**config.mk**
```make
export PLATFORM = sky130hd
export DESIGN_NAME = qme_divider
export DESIGN_NICKNAME = d
export VERILOG_FILES = /design/src/rtl/assert_macros.svh /design/src/rtl/qme_pkg.sv /design/src/rtl/qme_divider.sv
export SDC_FILE = /design/constraint.sdc
export NUM_CORES = 1
export LEC_CHECK = 0
export ABC_AREA = 1
export BUFFER_PORTS_ARGS = -buffer_cell sky130_fd_sc_hd__buf_2
export CAP_MARGIN = 15
export CELL_PAD_IN_SITES_DETAIL_PLACEMENT = 0
export CELL_PAD_IN_SITES_GLOBAL_PLACEMENT = 2
export CORE_UTILIZATION = 33
export CTS_CLUSTER_SIZE = 8
export DETAILED_ROUTE_END_ITERATION = 6
export GPL_TIMING_DRIVEN = 0
export PLACE_DENSITY = 0.87
export SYNTH_ARGS = -nofsm -noshare
export SYNTH_HDL_FRONTEND = slang
export SYNTH_SLANG_ARGS = --single-unit
```
**constraint.sdc**
```tcl
create_clock -name clk -period 3.1 [get_ports clk]
set_input_delay 0.465 -clock clk [delete_from_list [all_inputs] [get_ports clk]]
set_output_delay 0.465 -clock clk [all_outputs]
set_load 0.05 [all_outputs]
```
**src/rtl/assert_macros.svh**
```systemverilog
// ----------------------------------------------------------------------------
// assert_macros.svh
// Concurrent assertion shorthands on clk / rst_n of the including module.
// ----------------------------------------------------------------------------
`ifndef ASSERT_MACROS_SVH
`define ASSERT_MACROS_SVH

// property holds at every edge out of reset
`define ASSERT_ALWAYS(label, prop, msg) \
    label: assert property (@(posedge clk) disable iff (!rst_n) (prop)) else $error(msg);

// same-cycle implication
`define ASSERT_IMPL(label, ante, cons, msg) \
    label: assert property (@(posedge clk) disable iff (!rst_n) (ante) |-> (cons)) \
        else $error(msg);

// next-cycle implication
`define ASSERT_NEXT(label, ante, cons, msg) \
    label: assert property (@(posedge clk) disable iff (!rst_n) (ante) |=> (cons)) \
        else $error(msg);

`endif

```
**src/rtl/qme_pkg.sv**
```systemverilog
// ----------------------------------------------------------------------------
// qme_pkg
// Shared widths, opcodes, result codes and divider link types of the
// queue machine execute unit.
// ----------------------------------------------------------------------------
package qme_pkg;

    localparam int WORD_W    = 16;
    localparam int OP_W      = 5;
    localparam int REG_IDX_W = 5;
    localparam int NUM_REGS  = 26;
    localparam int KIND_W    = 2;
    localparam int STATUS_W  = 2;
    localparam int CHAR_W    = 8;

    // opcodes
    localparam logic [OP_W-1:0] OP_PUSH_IMM  = 5'd0;
    localparam logic [OP_W-1:0] OP_ADD       = 5'd1;
    localparam logic [OP_W-1:0] OP_SUB       = 5'd2;
    localparam logic [OP_W-1:0] OP_MUL       = 5'd3;
    localparam logic [OP_W-1:0] OP_DIV       = 5'd4;
    localparam logic [OP_W-1:0] OP_MOD       = 5'd5;
    localparam logic [OP_W-1:0] OP_POP_REG   = 5'd6;
    localparam logic [OP_W-1:0] OP_PUSH_REG  = 5'd7;
    localparam logic [OP_W-1:0] OP_PRN_NUM_Q = 5'd8;
    localparam logic [OP_W-1:0] OP_PRN_NUM_R = 5'd9;
    localparam logic [OP_W-1:0] OP_PRN_CHR_Q = 5'd10;
    localparam logic [OP_W-1:0] OP_PRN_CHR_R = 5'd11;
    localparam logic [OP_W-1:0] OP_LABEL     = 5'd12;
    localparam logic [OP_W-1:0] OP_JMP       = 5'd13;
    localparam logic [OP_W-1:0] OP_JZ        = 5'd14;
    localparam logic [OP_W-1:0] OP_JEQ       = 5'd15;
    localparam logic [OP_W-1:0] OP_JGT       = 5'd16;
    localparam logic [OP_W-1:0] OP_QUIT      = 5'd17;

    // result kind
    localparam logic [KIND_W-1:0] KIND_NONE = 2'd0;
    localparam logic [KIND_W-1:0] KIND_NUM  = 2'd1;
    localparam logic [KIND_W-1:0] KIND_CHR  = 2'd2;

    // result status
    localparam logic [STATUS_W-1:0] ST_OK        = 2'd0;
    localparam logic [STATUS_W-1:0] ST_UNDERFLOW = 2'd1;
    localparam logic [STATUS_W-1:0] ST_OVERFLOW  = 2'd2;
    localparam logic [STATUS_W-1:0] ST_HALTED    = 2'd3;

    typedef struct packed {
        logic              start;
        logic [WORD_W-1:0] dividend;
        logic [WORD_W-1:0] divisor;
    } div_req_t;

    typedef struct packed {
        logic              done;
        logic [WORD_W-1:0] quotient;
        logic [WORD_W-1:0] remainder;
    } div_rsp_t;

endpackage

```
**src/rtl/qme_divider.sv**
```systemverilog
// ----------------------------------------------------------------------------
// qme_divider
// Restoring radix-2 unsigned divider, one quotient bit per cycle.
// Divisor must be nonzero; done pulses in the cycle after the last bit step.
// ----------------------------------------------------------------------------
module qme_divider (
    input  logic               clk,
    input  logic               rst_n,
    input  qme_pkg::div_req_t  req,
    output qme_pkg::div_rsp_t  rsp
);
    import qme_pkg::*;

    localparam int CNT_W = $clog2(WORD_W);

    logic              busy_reg, busy_next;
    logic              done_reg, done_next;
    logic [CNT_W-1:0]  cnt_reg, cnt_next;
    logic [WORD_W-1:0] rem_reg, rem_next;
    logic [WORD_W-1:0] quo_reg, quo_next;
    logic [WORD_W-1:0] den_reg, den_next;
    logic [WORD_W:0]   shifted;
    logic [WORD_W:0]   diff;

    assign shifted = {rem_reg, quo_reg[WORD_W-1]};
    assign diff    = shifted - {1'b0, den_reg};

    always_comb
    begin
        busy_next = busy_reg;
        done_next = 1'b0;
        cnt_next  = cnt_reg;
        rem_next  = rem_reg;
        quo_next  = quo_reg;
        den_next  = den_reg;
        if (req.start)
        begin
            busy_next = 1'b1;
            cnt_next  = '0;
            rem_next  = '0;
            quo_next  = req.dividend;
            den_next  = req.divisor;
        end
        else if (busy_reg)
        begin
            if (!diff[WORD_W])
            begin
                rem_next = diff[WORD_W-1:0];
                quo_next = {quo_reg[WORD_W-2:0], 1'b1};
            end
            else
            begin
                rem_next = shifted[WORD_W-1:0];
                quo_next = {quo_reg[WORD_W-2:0], 1'b0};
            end
            cnt_next = cnt_reg + 1'b1;
            if (cnt_reg == CNT_W'(WORD_W - 1))
            begin
                busy_next = 1'b0;
                done_next = 1'b1;
            end
        end
    end

    always_ff @(posedge clk or negedge rst_n)
    begin
        if (!rst_n)
        begin
            busy_reg <= 1'b0;
            done_reg <= 1'b0;
            cnt_reg  <= '0;
        end
        else
        begin
            busy_reg <= busy_next;
            done_reg <= done_next;
            cnt_reg  <= cnt_next;
        end
    end

    always_ff @(posedge clk)
    begin
        rem_reg <= rem_next;
        quo_reg <= quo_next;
        den_reg <= den_next;
    end

    assign rsp.done      = done_reg;
    assign rsp.quotient  = quo_reg;
    assign rsp.remainder = rem_reg;

endmodule
```
==> results.py <==
metrics = {
    "status": {
        "status": "completed",
    },
    "worst_setup_path": {
        "r2r-end": "quo_reg[0]",
        "worst_path_max_delay_cell": "fa_1",
        "crit_family": "simple AND/OR/NAND/NOR gates",
        "cp-start-kind": "flop",
        "critical_path_required_ns": 3.16,
        "cp_max_fo": 10,
        "reg2reg_slack_ns": 0.62,
        "worst-setup-path-type": "reg -> reg",
        "worstPathCellList": "inv_1 > ha_1 > fa_1 > inv_1 > nand2_1 > nand2_1 > nand3_1 > nand2_1 > nand2_2 > nand2_1 > nand2_1 > nand2_4 > buf_6 > o21ai_0",
        "rr_worst_depth": 14,
        "crit_top_cell": "nand2_1",
        "critPathBufInv": 3,
        "cp.arrival_ns": 2.54,
        "crit_path_end_kind": "flop",
        "slowest_delay_ns": 0.41,
        "reg2reg_from": "quo_reg[15]",
    },
    "die": {
        "ioPinCount": 68,
        "core_um2": 9420,
        "fp.dieW_um": 102,
        "die_h_um": 102,
        "rows": 35,
        "initial_core_util": 0.348,
        "dieArea_um2": 10300,
    },
    "sta": {
        "slew_violations": 0,
        "rsz0062_at_grt": "no",
        "worst_slack_ns": 0.623,
        "period_needed_ns": 2.48,
        "finClkSkew_ns": 0.0120,
        "worst_pin_slew_ns": 0.705,
        "setup_tns_ns": 0,
        "setup_viol": 0,
        "hold_viol_final": 0,
        "fmax_mhz": 404,
        "fin_crit_sh": 0.799,
        "maxSlewHeadroom": 0.529,
    },
    "clocking": {
        "clk_latency_ns": 0.31,
        "clockBufferDepth": 2,
        "cts-resized-gates": 0,
        "htreeDepth": 2,
        "numCtsBuffers": 5,
        "clk_pin_slew_ns": 0.11,
        "cts_sinks": 54,
        "cts_root_buf": "clkbuf_8",
        "cts_tree": "done",
    },
    "hold_path": {
        "hold_path.startpoint": "req[1]",
        "hold_end": "den_reg[1]",
        "hold_class": "in -> reg",
        "hold_path_depth": 1,
    },
    "pwr": {
        "leakagePower_nw": 2.18,
        "swShare": 0.505,
        "p_int_mw": 1.66,
        "pwr-share-comb": 0.574,
        "seq_power_share": 0.303,
        "pwr-share-clk": 0.123,
        "switchingPower_mw": 1.69,
        "ir_drop_v": 0.000292,
        "power_density_nw_per_um2": 866,
    },
    "finish": {
        "synthToLayoutAreaGrowth_pct": 18.1,
        "final_layout_size_suffix_gt1_frac": 0.159,
        "antenna_cells": 0,
        "nets": 585,
    },
    "placed_design": {
        "portBuffers": 67,
        "gp_congestion": 0.781,
        "place_hpwl_mm": 6.07,
        "place_ws_ns": 0.476,
    },
    "global_route": {
        "gr-total-overflow": 0,
        "grt_max_degree": 20,
        "grt_pass1_vias": 2709,
        "grt_pass1_wl_mm": 13.2,
        "use_met3": 0.0331,
        "antenna_found_initial": 0,
        "grt_usage": 0.167,
        "met1_usage": 0.233,
        "grtUsageMet2": 0.266,
        "grt-busiest-layer": "met2",
    },
    "logic_synthesis": {
        "yosysMostFrequentCell": "nand2_1",
        "synth_top_area_share": 0.294,
        "synth_ff_type": "edfxtp_1",
        "synthDominantAreaCellType": "edfxtp_1",
        "synth_edf_count": 32,
        "yosys-top-cells-area": "edfxtp_1 29%, nand2_1 23%, inv_1 9.9%",
        "ys_ff_latch": 54,
        "synthDistinctLibCells": 29,
        "ys_seq_area_frac": 0.437,
        "synthCells": 457,
        "avgSynthCellArea_um2": 7.16,
        "syn_area_um2": 3270,
        "syn_nets": 510,
        "synth_warnings": 0,
        "ys_top_cells_by_count": "202 x nand2_1, 86 x inv_1, 32 x edfxtp_1",
        "async_reset_ff_frac": 0.111,
    },
    "flow_run": {
        "maxCapViolCount": 0,
    },
    "routing": {
        "drt-pass1-iter-count": 4,
        "wl_per_cell_um": 12.1,
        "dr_total_vias": 2852,
        "drt_iter0_markers": 82,
        "drcViolationCount": 0,
        "viasPerCell": 4.31,
        "drt-total-wl_mm": 8.02,
        "postRouteAntennaNets": 0,
    },
}
## cells by family after synthesis
group / share of synthesized area
flops: 0.437
fa+ha+maj: 0.0711
simple gates: 0.327
buf+inv: 0.115
compound gates: 0.0302
xor+xnor: 0.0187
## worst max path at each step
stage	startpoint	endpoint	slack, ns	cells after the start
4_1_cts	quo_reg[15]	quo_reg[0]	0.60	14
2_1_floorplan	quo_reg[15]	quo_reg[0]	0.60	14
5_1_grt	quo_reg[15]	rem_reg[11]	0.41	16
3_3_place_gp	req[32]	quo_reg[10]	0.48	4
6_report	quo_reg[15]	quo_reg[0]	0.62	14
3_5_place_dp	req[32]	quo_reg[6]	0.48	4
## through the flow
step / power (mW) / hold WS (ns) / cell area [um2] / util / instances
floorplan: 2.50 / 0.169 / 3270 / - / 457
global placement: 2.96 / 0.294 / 3770 / 0.400 / 653
detailed placement: 2.96 / 0.294 / 3770 / 0.400 / 653
CTS: 3.39 / 0.309 / 3860 / 0.410 / 662
global route: 3.65 / 0.298 / 3860 / 0.410 / 662
finish: 3.35 / 0.316 / 3860 / 0.410 / 662
## final cells by class
class                   instances  area [um2]
clock inverters                 2        13.8
multi-input cells             308        1460
plain buffers                   8        50.0
well taps                     129         161
flip-flops and latches         54        1430
clock buffers                   6        72.6
fillers                      1049        5550
repair buffers                 68         345
inverters                      87         327
## metal layers
metal  vias to the layer above  wire (um)
met2                        49       3450
met4                         0         72
met1                      1257       4180
met3                         5        319
met5                         -          0
li1                       1541          -
## layout by cell type (no fill, tap or decap), types with 5 or more instances in the layout
master	synthesis	layout
a21oi_1	10	10
buf_2	1	68
clkbuf_1	4	5
clkbuf_8	0	5
dfrtp_1	6	6
dfxtp_1	16	16
edfxtp_1	32	32
ha_1	17	17
inv_1	86	86
nand2_1	202	202
nand3_1	29	29
nor2_1	16	16
o21ai_0	8	8
## power by group through the flow
stage,Combinational [mW],Sequential [mW],Clock (mW)
floorplan,1.10,1.40,0
detailed placement,1.93,1.03,0
CTS,1.94,1.02,0.433
global placement,1.92,1.03,0
finish,1.92,1.02,0.411
global route,2.15,1.04,0.460
## timing repair
action | 4_1_cts | 5_1_grt
hold buffers | 1 | 0
setup endpoints to repair | 0 | 0
setup buffers | 0 | 0
hold endpoints to repair | 6 | 0
Power figures use the tool's default switching activity.
